### config.mk
export PLATFORM = sky130hd
export DESIGN_NAME = set_of_stacks_top
export DESIGN_NICKNAME = d
export VERILOG_FILES = /design/src/sos_pkg.sv /design/src/sos_ram.sv /design/src/sos_cell.sv /design/src/set_of_stacks_top.sv
export SDC_FILE = /design/constraint.sdc
export NUM_CORES = 2
export LEC_CHECK = 0
export BUFFER_PORTS_ARGS = -buffer_cell sky130_fd_sc_hd__buf_2
export CAP_MARGIN = 25
export CORE_ASPECT_RATIO = 0.7
export CORE_MARGIN = 2
export CORE_UTILIZATION = 63
export CTS_BUF_LIST = sky130_fd_sc_hd__clkbuf_16
export CTS_CLUSTER_DIAMETER = 150
export DETAILED_ROUTE_END_ITERATION = 8
export PLACE_DENSITY = 0.89
export SLEW_MARGIN = 15
export SYNTH_ARGS = -nofsm -noshare
export SYNTH_HDL_FRONTEND = slang
export SYNTH_SLANG_ARGS = --single-unit
### constraint.sdc
create_clock -name clk -period 6.2 [get_ports clk]
set_input_delay 0.93 -clock clk [delete_from_list [all_inputs] [get_ports clk]]
set_output_delay 0.93 -clock clk [all_outputs]
set_load 0.03 [all_outputs]
### src/sos_pkg.sv
// shared types, opcodes and status codes for the set of stacks block
// no dependencies

package sos_pkg;

    localparam int DEF_NUM_STACKS  = 4;
    localparam int DEF_STACK_DEPTH = 16;
    localparam int DEF_DATA_WIDTH  = 32;

    localparam int OPCODE_W = 2;
    localparam int VALUE_W  = 32;
    localparam int SEL_W    = 2;
    localparam int STATUS_W = 2;
    localparam int CUR_W    = 2;

    localparam int IN_BITS   = OPCODE_W + VALUE_W + SEL_W;
    localparam int OUT_BITS  = STATUS_W + VALUE_W + CUR_W;
    localparam int IN_DATA_W  = ((IN_BITS + 7) / 8) * 8;
    localparam int OUT_DATA_W = ((OUT_BITS + 7) / 8) * 8;

    localparam logic [OPCODE_W-1:0] OP_PUSH   = 2'd0;
    localparam logic [OPCODE_W-1:0] OP_POP    = 2'd1;
    localparam logic [OPCODE_W-1:0] OP_POP_AT = 2'd2;

    localparam logic [STATUS_W-1:0] ST_OK      = 2'd0;
    localparam logic [STATUS_W-1:0] ST_FULL    = 2'd1;
    localparam logic [STATUS_W-1:0] ST_EMPTY   = 2'd2;
    localparam logic [STATUS_W-1:0] ST_INVALID = 2'd3;

    // command broadcast along the row of cells
    typedef struct packed {
        logic                fire;
        logic [OPCODE_W-1:0] op;
        logic [SEL_W-1:0]    sel;
        logic                at_ok;
    } sos_cmd_t;

endpackage

### src/sos_ram.sv
// generic simple dual-port ram with registered read
// no dependencies

module sos_ram #(
    parameter  int WIDTH  = 32,
    parameter  int DEPTH  = 16,
    localparam int ADDR_W = (DEPTH > 1) ? $clog2(DEPTH) : 1
) (
    input  logic              clk,
    input  logic              wr_en,
    input  logic [ADDR_W-1:0] wr_addr,
    input  logic [WIDTH-1:0]  wr_data,
    input  logic              rd_en,
    input  logic [ADDR_W-1:0] rd_addr,
    output logic [WIDTH-1:0]  rd_data
);

    logic [WIDTH-1:0] mem [DEPTH];

    always_ff @(posedge clk)
    begin
        if (wr_en)
        begin
            mem[wr_addr] <= wr_data;
        end
        if (rd_en)
        begin
            rd_data <= mem[rd_addr];
        end
    end

endmodule

### src/sos_cell.sv
// one sub-stack: fill count, entry ram and overflow hand-off to its neighbours
// depends on sos_pkg and sos_ram

module sos_cell
    import sos_pkg::*;
#(
    parameter  int INDEX       = 0,
    parameter  int NUM_STACKS  = DEF_NUM_STACKS,
    parameter  int STACK_DEPTH = DEF_STACK_DEPTH,
    parameter  int DATA_WIDTH  = DEF_DATA_WIDTH,
    localparam int SW = (NUM_STACKS > 1) ? $clog2(NUM_STACKS) : 1
) (
    input  logic                  clk,
    input  logic                  rst_n,
    input  sos_cmd_t              cmd,
    input  logic [SW-1:0]         cur,
    input  logic [DATA_WIDTH-1:0] value,
    input  logic                  lower_full,
    input  logic                  upper_empty,
    output logic                  full,
    output logic                  empty,
    output logic [DATA_WIDTH-1:0] rd_data
);

    localparam int AW  = (STACK_DEPTH > 1) ? $clog2(STACK_DEPTH) : 1;
    localparam int CNW = $clog2(STACK_DEPTH + 1);
    localparam int CW  = SW + 1;

    localparam logic [CW-1:0]  IDX    = CW'(INDEX);
    localparam logic [CW-1:0]  IDX_M1 = CW'(INDEX - 1);
    localparam logic [CW-1:0]  IDX_P1 = CW'(INDEX + 1);
    localparam logic [CNW-1:0] DEPTH_C = CNW'(STACK_DEPTH);

    logic [CNW-1:0] count_reg;
    logic [CNW-1:0] count_next;
    logic [CW-1:0]  cur_ext;
    logic           is_cur;
    logic           is_above;
    logic           is_below;
    logic           sel_hit;
    logic           do_push;
    logic           do_pop;

    assign full  = (count_reg == DEPTH_C);
    assign empty = (count_reg == '0);

    assign cur_ext  = CW'(cur);
    assign is_cur   = (cur_ext == IDX);
    assign is_above = (INDEX > 0) && (cur_ext == IDX_M1);
    assign is_below = (cur_ext == IDX_P1);
    assign sel_hit  = (INDEX < 4) && (cmd.sel == SEL_W'(INDEX));

    // a push overflows upward from a full lower cell, a pop falls down from an empty upper one
    assign do_push = cmd.fire && (cmd.op == OP_PUSH) && !full
                     && (is_cur || (is_above && lower_full));
    assign do_pop  = cmd.fire && !empty
                     && (((cmd.op == OP_POP) && (is_cur || (is_below && upper_empty)))
                         || ((cmd.op == OP_POP_AT) && cmd.at_ok && sel_hit));

    always_comb
    begin
        count_next = count_reg;
        if (do_push)
        begin
            count_next = count_reg + 1'b1;
        end
        else if (do_pop)
        begin
            count_next = count_reg - 1'b1;
        end
    end

    always_ff @(posedge clk or negedge rst_n)
    begin
        if (!rst_n)
        begin
            count_reg <= '0;
        end
        else
        begin
            count_reg <= count_next;
        end
    end

    sos_ram #(
        .WIDTH (DATA_WIDTH),
        .DEPTH (STACK_DEPTH)
    ) u_ram (
        .clk     (clk),
        .wr_en   (do_push),
        .wr_addr (AW'(count_reg)),
        .wr_data (value),
        .rd_en   (do_pop),
        .rd_addr (AW'(count_reg - 1'b1)),
        .rd_data (rd_data)
    );

endmodule

### src/set_of_stacks_top.sv
// top level of the set of stacks block: command decode, row of cells, output register
// depends on sos_pkg, sos_cell and sos_ram
//
// usage
//   s_axis carries one operation per item: tdata holds opcode, push_value and
//   stack_select from the lowest bit up. m_axis returns one result per item:
//   tdata holds status, pop_value and current_stack from the lowest bit up.
//   each sub-stack is one cell with its own fill count and entry ram; a push
//   that finds the current cell full spills into the cell above, a pop that
//   finds it empty falls to the cell below.
//   path: decode results and the ram read are registered when an item is
//   accepted, then its result is registered in the output register.
//   throughput: one item per cycle while m_axis_tready stays high, set by
//   the single ram access per cell and the fill counts updated at acceptance.
//   reset: all fill counts and the current index clear at once, no clearing
//   pass; entry rams are not cleared and only written entries are ever read.
//   stall: while m_axis_tready is low the result holds in the output
//   register, one more item may complete its decode behind it, then
//   s_axis_tready falls until the output register drains.

module set_of_stacks_top
    import sos_pkg::*;
#(
    parameter int NUM_STACKS  = DEF_NUM_STACKS,
    parameter int STACK_DEPTH = DEF_STACK_DEPTH,
    parameter int DATA_WIDTH  = DEF_DATA_WIDTH
) (
    input  logic                  clk,
    input  logic                  rst_n,
    input  logic                  s_axis_tvalid,
    output logic                  s_axis_tready,
    input  logic [IN_DATA_W-1:0]  s_axis_tdata,   // opcode, push_value, stack_select
    output logic                  m_axis_tvalid,
    input  logic                  m_axis_tready,
    output logic [OUT_DATA_W-1:0] m_axis_tdata    // status, pop_value, current_stack
);

    localparam int SW = (NUM_STACKS > 1) ? $clog2(NUM_STACKS) : 1;
    localparam int CW = SW + 1;
    localparam logic [SW-1:0] LAST = SW'(NUM_STACKS - 1);

    logic [OPCODE_W-1:0]   in_opcode;
    logic signed [VALUE_W-1:0] in_value;
    logic [SEL_W-1:0]      in_sel;
    logic [DATA_WIDTH-1:0] cell_value;

    logic                  accept;
    logic                  out_free;

    logic [SW-1:0]         cur_reg;
    logic [SW-1:0]         cur_next;
    logic                  s1_valid_reg;
    logic                  s1_valid_next;
    logic [STATUS_W-1:0]   s1_status_reg;
    logic [SW-1:0]         s1_cur_reg;
    logic                  s1_pop_reg;
    logic [SW-1:0]         s1_cell_reg;

    logic                  out_valid_reg;
    logic                  out_valid_next;
    logic [STATUS_W-1:0]   out_status_reg;
    logic [VALUE_W-1:0]    out_value_reg;
    logic [CUR_W-1:0]      out_cur_reg;

    logic [STATUS_W-1:0]   dec_status;
    logic                  dec_pop;
    logic [SW-1:0]         dec_cell;
    logic [SW-1:0]         nxt;
    logic [SW-1:0]         prv;
    logic [SW-1:0]         sel_idx;
    logic                  at_ok;

    sos_cmd_t              cmd;
    logic [NUM_STACKS-1:0] full;
    logic [NUM_STACKS-1:0] empty;
    logic [DATA_WIDTH-1:0] rd_data [NUM_STACKS];
    logic signed [DATA_WIDTH-1:0] sel_data;

    assign in_opcode  = s_axis_tdata[OPCODE_W-1:0];
    assign in_value   = s_axis_tdata[OPCODE_W+VALUE_W-1:OPCODE_W];
    assign in_sel     = s_axis_tdata[OPCODE_W+VALUE_W+SEL_W-1:OPCODE_W+VALUE_W];
    assign cell_value = DATA_WIDTH'(in_value);

    assign out_free      = !out_valid_reg || m_axis_tready;
    assign s_axis_tready = !s1_valid_reg || out_free;
    assign accept        = s_axis_tvalid && s_axis_tready;

    assign nxt     = cur_reg + 1'b1;
    assign prv     = cur_reg - 1'b1;
    assign sel_idx = SW'(in_sel);
    assign at_ok   = ((CW + SEL_W)'(in_sel) <= (CW + SEL_W)'(cur_reg));

    always_comb
    begin
        dec_status = ST_OK;
        dec_pop    = 1'b0;
        dec_cell   = cur_reg;
        cur_next   = cur_reg;
        unique case (in_opcode)
            OP_PUSH:
            begin
                if (full[cur_reg])
                begin
                    if (cur_reg == LAST)
                    begin
                        dec_status = ST_FULL;
                    end
                    else
                    begin
                        cur_next = nxt;
                        if (full[nxt])
                        begin
                            dec_status = ST_FULL;
                        end
                    end
                end
            end
            OP_POP:
            begin
                if (!empty[cur_reg])
                begin
                    dec_pop = 1'b1;
                end
                else if (cur_reg == '0)
                begin
                    dec_status = ST_EMPTY;
                end
                else
                begin
                    cur_next = prv;
                    dec_cell = prv;
                    if (empty[prv])
                    begin
                        dec_status = ST_EMPTY;
                    end
                    else
                    begin
                        dec_pop = 1'b1;
                    end
                end
            end
            OP_POP_AT:
            begin
                dec_cell = sel_idx;
                if (!at_ok)
                begin
                    dec_status = ST_INVALID;
                end
                else if (empty[sel_idx])
                begin
                    dec_status = ST_EMPTY;
                end
                else
                begin
                    dec_pop = 1'b1;
                end
            end
            default:
            begin
                dec_status = ST_INVALID;
            end
        endcase
    end

    assign cmd.fire  = accept;
    assign cmd.op    = in_opcode;
    assign cmd.sel   = in_sel;
    assign cmd.at_ok = at_ok;

    for (genvar i = 0; i < NUM_STACKS; i++)
    begin : g_cell
        logic lower_full;
        logic upper_empty;

        if (i == 0)
        begin : g_bottom
            assign lower_full = 1'b0;
        end
        else
        begin : g_lower
            assign lower_full = full[i-1];
        end

        if (i == NUM_STACKS - 1)
        begin : g_top
            assign upper_empty = 1'b0;
        end
        else
        begin : g_upper
            assign upper_empty = empty[i+1];
        end

        sos_cell #(
            .INDEX       (i),
            .NUM_STACKS  (NUM_STACKS),
            .STACK_DEPTH (STACK_DEPTH),
            .DATA_WIDTH  (DATA_WIDTH)
        ) u_cell (
            .clk         (clk),
            .rst_n       (rst_n),
            .cmd         (cmd),
            .cur         (cur_reg),
            .value       (cell_value),
            .lower_full  (lower_full),
            .upper_empty (upper_empty),
            .full        (full[i]),
            .empty       (empty[i]),
            .rd_data     (rd_data[i])
        );
    end

    assign sel_data = rd_data[s1_cell_reg];

    always_comb
    begin
        s1_valid_next = s1_valid_reg;
        if (accept)
        begin
            s1_valid_next = 1'b1;
        end
        else if (out_free)
        begin
            s1_valid_next = 1'b0;
        end

        out_valid_next = out_valid_reg;
        if (out_free)
        begin
            out_valid_next = s1_valid_reg;
        end
    end

    always_ff @(posedge clk or negedge rst_n)
    begin
        if (!rst_n)
        begin
            cur_reg       <= '0;
            s1_valid_reg  <= 1'b0;
            out_valid_reg <= 1'b0;
        end
        else
        begin
            if (accept)
            begin
                cur_reg <= cur_next;
            end
            s1_valid_reg  <= s1_valid_next;
            out_valid_reg <= out_valid_next;
        end
    end

    always_ff @(posedge clk)
    begin
        if (accept)
        begin
            s1_status_reg <= dec_status;
            s1_cur_reg    <= cur_next;
            s1_pop_reg    <= dec_pop;
            s1_cell_reg   <= dec_cell;
        end
        if (out_free && s1_valid_reg)
        begin
            out_status_reg <= s1_status_reg;
            out_cur_reg    <= CUR_W'(s1_cur_reg);
            out_value_reg  <= s1_pop_reg ? VALUE_W'(sel_data) : '0;
        end
    end

    assign m_axis_tvalid = out_valid_reg;
    assign m_axis_tdata  = OUT_DATA_W'({out_cur_reg, out_value_reg, out_status_reg});

endmodule

### After elaboration in Yosys (flattened, before gate mapping)

Memory sizes are Yosys's and may differ from the RTL's. A register that Yosys moved wholly into a read port is not among the register bits.
Cells that the tools add are included.

| word-level totals | value |
|---|---|
| input port bits | 44 |
| bits in read-only memories | 0 |
| bits in registers | 67 |
| output and inout bits | 42 |
| RAM bits | 2048 |
| bits in latches | 0 |
| memories kept | 4 |

| cells by class | value |
|---|---|
| shift operators | 0 |
| bitwise gates (word level) | 1 |
| $add $sub $neg | 10 |
| muxes and demuxes | 52 |
| $lt $le $gt $ge | 6 |
| div/mod/pow operators | 0 |
| multiply operators | 0 |
| equality and inequality tests | 12 |
| reductions and logical operators | 69 |

Memories:

| name | words | width | rd ports | clocked after memory_dff | write ports | line | RTL |
|---|---|---|---|---|---|---|---|
| g_cell[0].u_cell.u_ram.mem | 16 | 32 | 1 | 1 | 1 | sos_ram.sv:18 | `logic [WIDTH-1:0] mem [DEPTH];` |
| g_cell[1].u_cell.u_ram.mem | 16 | 32 | 1 | 1 | 1 | sos_ram.sv:18 |  |
| g_cell[2].u_cell.u_ram.mem | 16 | 32 | 1 | 1 | 1 | sos_ram.sv:18 |  |
| g_cell[3].u_cell.u_ram.mem | 16 | 32 | 1 | 1 | 1 | sos_ram.sv:18 |  |

Operator list:

| operator | count |
|---|---|
| $bmux 32 s2 | 1 |
| $mux 32 | 2 |
| $mux 5 | 8 |
| $logic_and 1x1->1 | 34 |
| $mux 1 | 23 |
| $add 5x1->5 const B | 4 |
| $eq 5x5->1 const B | 4 |
| $logic_not 5->1 | 4 |
| $sub 5x1->5 const B | 4 |
| $mux 2 | 9 |
| $logic_or 1x1->1 | 12 |
| $lt 2x3->1 const B | 4 |
| $bmux 1 s2 | 5 |
| $eq 2x2->1 const B | 5 |
| $logic_not 1->1 | 10 |
| $reduce_bool 2->1 | 5 |
| $pmux 2 s2 | 2 |
| $eq 2x1->1 const B | 3 |
| $logic_not 2->1 | 3 |
| $pmux 2 s3 | 1 |
| $ge 3x3->1 const B | 1 |
| $logic_not 3->1 | 1 |
| $not 2->3 | 1 |
| $add 2x1->2 const B | 1 |
| other kinds (3) | 3 |

### Logic depth before layout (Yosys ltp)

| depth | value |
|---|---|
| depth in word-level cells | 9 |
| depth in mapped cells | 12 |
| gate-level depth less buffers | 8 |

### Modules after synthesis

A second synthesis with hierarchy kept.

| unflattened totals | value |
|---|---|
| cells, all modules | 3744 |
| area total of the unflattened synthesis | 85396.9 um^2 |

Modules (own cells, without submodules):

| module | instances | area an instance (um^2) | cells an instance |
|---|---|---|---|
| sos_ram (g_cell[1].u_cell.u_ram ...) | 3 | 20174.3 | 838 |
| sos_ram (g_cell[0].u_cell.u_ram) | 1 | 20155.6 | 838 |
| set_of_stacks_top | 1 | 3015.4 | 207 |
| sos_cell (g_cell[3].u_cell) | 1 | 439.2 | 46 |
| sos_cell (g_cell[1].u_cell) | 1 | 432.9 | 48 |
| sos_cell (g_cell[0].u_cell) | 1 | 422.9 | 47 |
| sos_cell (g_cell[2].u_cell) | 1 | 407.9 | 44 |

### Least setup slack after synthesis

OpenSTA, ideal clock, no wires.

| timing path | value |
|---|---|
| kind | reg2reg |
| start | reg g_cell[1].u_cell.count_reg[0] |
| end | mem g_cell[2].u_cell.u_ram.mem[1][0] (enable) |
| cell stages (with the launch flop) | 10 |
| period minus slack after synthesis | 5.601 ns |
| slack | 0.599 ns |
| arrival | 5.099 ns |
| setup time | 0.502 ns |
| path through | dfrtp_1 > clkbuf_1 > clkbuf_1 > buf_2 > inv_1 > ha_1 > nor4bb_1 > a21o_1 > nand3b_1 > nor4_1 |

| between the ends | value |
|---|---|
| word-level cells in the longest chain between the ends | 6 |

Ends and longest elaborated chain:

| item | line | RTL |
|---|---|---|
| start: declaration | sos_cell.sv:34 | `logic [CNW-1:0] count_reg;` |
| start signal: assignment | sos_cell.sv:81 | `count_reg <= count_next;` |
| $eq 5x5->1 | sos_cell.sv:44 | `assign full = (count_reg == DEPTH_C);` |
| $logic_and 1x1->1 | sos_cell.sv:55 | `&& (is_cur \|\| (is_above && lower_full));` |
| $logic_or 1x1->1 | sos_cell.sv:55 |  |
| $logic_and 1x1->1 | sos_cell.sv:55 |  |
| $mux 1 | sos_ram.sv:22 | `if (wr_en)` |
| $mux 1 (implied by the code) | sos_ram.sv:24 | `mem[wr_addr] <= wr_data;` |
| end: declaration | sos_ram.sv:18 |  |

Every way passes these cells.

### Final worst setup path

| timing path | value |
|---|---|
| start | reg g_cell[1].u_cell.count_reg[0] |
| end | mem g_cell[2].u_cell.u_ram.mem[12][4] (enable) |

The elaborated chain is that of the path after synthesis.

==> key figures <==
Route
  • Drt pass-1 iters: 6
  • Vias post-DR: 42200
  • Antenna-violating nets left: 0
  • Total wire length: 244000 um
  • Wire per inst: 43.6 um
  • DR vias/cell: 7.52
  • DRC Markers: 0
  • Starting DRT DRC Count: 7735

Logic synthesis
  • Mapped Cells: 3426
  • Synthesized area: 85400 um2
  • Area contributors post-synth: edfxtp_1, mux4_2, dfrtp_1
  • #FFs+latches synth: 2243
  • Top-area cell type share of the netlist area: 78.0%
  • Synth area leader: edfxtp_1
  • Most frequent cell after synthesis: edfxtp_1
  • Async SR Flop Fraction: 1.07%
  • Mean Syn Cell Area: 24.9 um2
  • Commonest cells in the netlist: edfxtp_1, mux4_2, clkbuf_1
  • Ys flop type: edfxtp_1
  • Seq/Total Area, Yosys: 78.7%
  • Yosys warns: 0
  • Post-synth EDFFs: 2219
  • Netlist cell types: 59

Setup path
  • Slowest cell delay on critical path: 970 ps
  • Req. time, crit path: 6700 ps
  • Max FO, Critical Path: 21
  • Flop-to-flop setup slack: 1580 ps
  • Max stage delay cell, worst path: nor2_4
  • Setup CP Type: register to register
  • Worst path cell trace: inv_1 > ha_4 > nor4bb_1 > a21o_1 > nand4_1 > nor2_4 > buf_4
  • Crit end category: register
  • Worst setup SP type: register
  • Critical path arrival: 5130 ps

Power
  • Overall Power: 0.0434 W
  • Sequential share of power: 41.1%
  • Switch share: 31.5%
  • PD cells: 455 nW/um2
  • Logic pwr share: 31.6%
  • Internal: 0.0297 W
  • Clock share of power: 27.3%
  • Max VDD drop: 0.000386 V
  • Leak: 29.8 nW
  • Switching power: 0.0137 W

Timing
  • Final setup violation count: 0
  • Final Critical Period: 4620 ps
  • Worst-margin pin slew: 1070 ps
  • Fin crit share: 74.6%
  • Max Slew Vio Count: 0
  • Slew headroom: 27.5%
  • F_max: 216 MHz
  • Worst Hold Margin: 192 ps
  • Final hold viol count: 0
  • Setup Skew: 35.7 ps
  • Setup TNS Final: 0 ps
  • Unrepaired setup endpoints after global routing: false

Cells and area
  • Finished Layout Cells: 5605
  • Final net count: 3746
  • Final core occ: 71.2%
  • Filler Cells Inserted: 6988
  • Max reg flops: 2048
  • Area delta synth->final: 11.7%
  • Layout cells sized above 1: 32.6%

Placement
  • Final HPWL from detailed placement: 132000 um
  • Port bufs: 77
  • Post-Place Cells: 5234
  • Routability cong.: 0.927

Clocking
  • CTS buffer count: 187
  • Register clock-pin slew on the reported worst setup and hold paths: 80 ps
  • Clk buf depth: 3
  • Setup Buffers After CTS: 0
  • Root buf cell: clkbuf_16
  • H-tree lvl count: 4
  • CTS tree: yes
  • Later-pin clock latency in the skew report: 840 ps
  • Clk sink count: 2243
  • Hold_buf cts: 0
  • CTS-repair resized insts: 0

Job
  • Max Cap Viol: 0

Die
  • Die W: 444 um
  • Die area: 139000 um2
  • Starting density of the core: 63.8%
  • Die H: 312 um
  • Number of core rows: 112
  • I/O pin count: 86
  • CORE AREA: 134000 um2

Global routing
  • Pin count of the biggest net entering global routing: 118
  • Number of global-route vias before repair: 42100
  • Grt ovf: 0
  • Global Route Usage Sum: 35.9%
  • Global-route wire length before repair: 338000 um
  • Initial antenna violation count: 39

Run status
  • Status: finished clean

Worst hold path
  • Worst min path class: input pin to async pin
-- area by class of cell --
class	count	area, um2	area share [%]
antenna	14	35.0	0.0367
clock buffer	192	4800	5.04
clock inverter	152	1120	1.18
inverter	23	86.3	0.0905
multi-input combinational	992	17900	18.7
sequential	2243	67200	70.5
tap	1767	2210	2.32
timing repair buffer	222	2040	2.14
-- metrics by stage --
step | cell area (um2) | worst slack (ps)
6_report | 95400 | 1580
5_1_grt | 95400 | 1600
4_1_cts | 95100 | 1790
3_5_place_dp | 89100 | 2000
3_3_place_gp | 88600 | 1600
2_1_floorplan | 85400 | 599
-- per-layer routing --
| layer | vias to the layer above | wire length [um] | global-route usage, % |
|---|---|---|---|
| met5 | - | 185 | 0 |
| li1 | 15300 | - | - |
| met3 | 899 | 34300 | 10.1 |
| met1 | 21800 | 74600 | 45.4 |
| met4 | 26 | 16100 | 18.6 |
| met2 | 4202 | 119000 | 57.8 |
-- power by group through the flow --
stage	sequential, W	combinational [W]	clock (W)
4_1_cts	0.0178	0.0134	0.0118
2_1_floorplan	0.0178	0.00868	0
5_1_grt	0.0179	0.0140	0.0123
3_3_place_gp	0.0181	0.0122	0
3_5_place_dp	0.0181	0.0129	0
6_report	0.0178	0.0137	0.0119
-- path summary, 6_finish.rpt --
path	startpoint	end	depth (start not counted)
max in group asynchronous	rst_n	g_cell[1].u_cell.count_reg[0]$_DFFE_PN0P_	1
hold reg to reg	s1_status_reg[0]$_DFFE_PP_	out_status_reg[0]$_DFFE_PP_	0
hold / removal	rst_n	g_cell[0].u_cell.count_reg[3]$_DFFE_PN0P_	1
min in group clk	s_axis_tvalid	s1_valid_reg$_DFFE_PN0P_	2
setup reg to reg	g_cell[1].u_cell.count_reg[0]$_DFFE_PN0P_	g_cell[2].u_cell.u_ram.mem[12][4]$_DFFE_PP_	7
setup / recovery	g_cell[1].u_cell.count_reg[0]$_DFFE_PN0P_	g_cell[2].u_cell.u_ram.mem[12][4]$_DFFE_PP_	7
-- worst max-delay path: cells and delay by family, from the launching register on --
family	cells	cell delay (ps)
flip-flops	1	620
adder cells (fa/ha/maj)	1	210
AND/OR/NAND/NOR	3	2400
AO/OA/AOI/OAI	1	410
buffers and inverters	2	620
-- cell families (layout without fill, tap and decap cells) --
| group | Yosys count | after routing | synth area share [%] |
|---|---|---|---|
| DFF | 2243 | 2243 | 78.7 |
| other | 1 | 18 | 0.00439 |
| adders and majority gates | 33 | 33 | 0.483 |
| buffers and inverters | 194 | 589 | 0.957 |
| and+or+nand+nor | 203 | 203 | 1.35 |
| AOI/OAI and AO/OA | 51 | 51 | 0.407 |
| xor gates and xnor gates | 24 | 24 | 0.246 |
| muxes | 677 | 677 | 17.8 |
-- placed cells by master (no fill, tap or decap), drive strengths merged, types with 4 or more instances in the layout --
master | synthesis | layout
and2 | 43 | 43
a31oi | 6 | 6
o21ai | 7 | 7
xnor2 | 21 | 21
mux4 | 676 | 676
nand2 | 27 | 27
ha | 33 | 33
edfxtp | 2219 | 2219
nor3 | 16 | 16
nor4 | 5 | 5
inv | 23 | 74
clkbuf | 111 | 192
nor3b | 9 | 9
clkinv | 0 | 81
and3 | 11 | 11
conb | 1 | 4
diode | 0 | 14
and4b | 4 | 4
buf | 60 | 222
nand2b | 11 | 11
nor2 | 48 | 48
nor4b | 4 | 4
bufinv | 0 | 17
dfrtp | 24 | 24
a21o | 5 | 5
nand3 | 8 | 8
a21oi | 11 | 11
(Power assumes the default switching activity.)
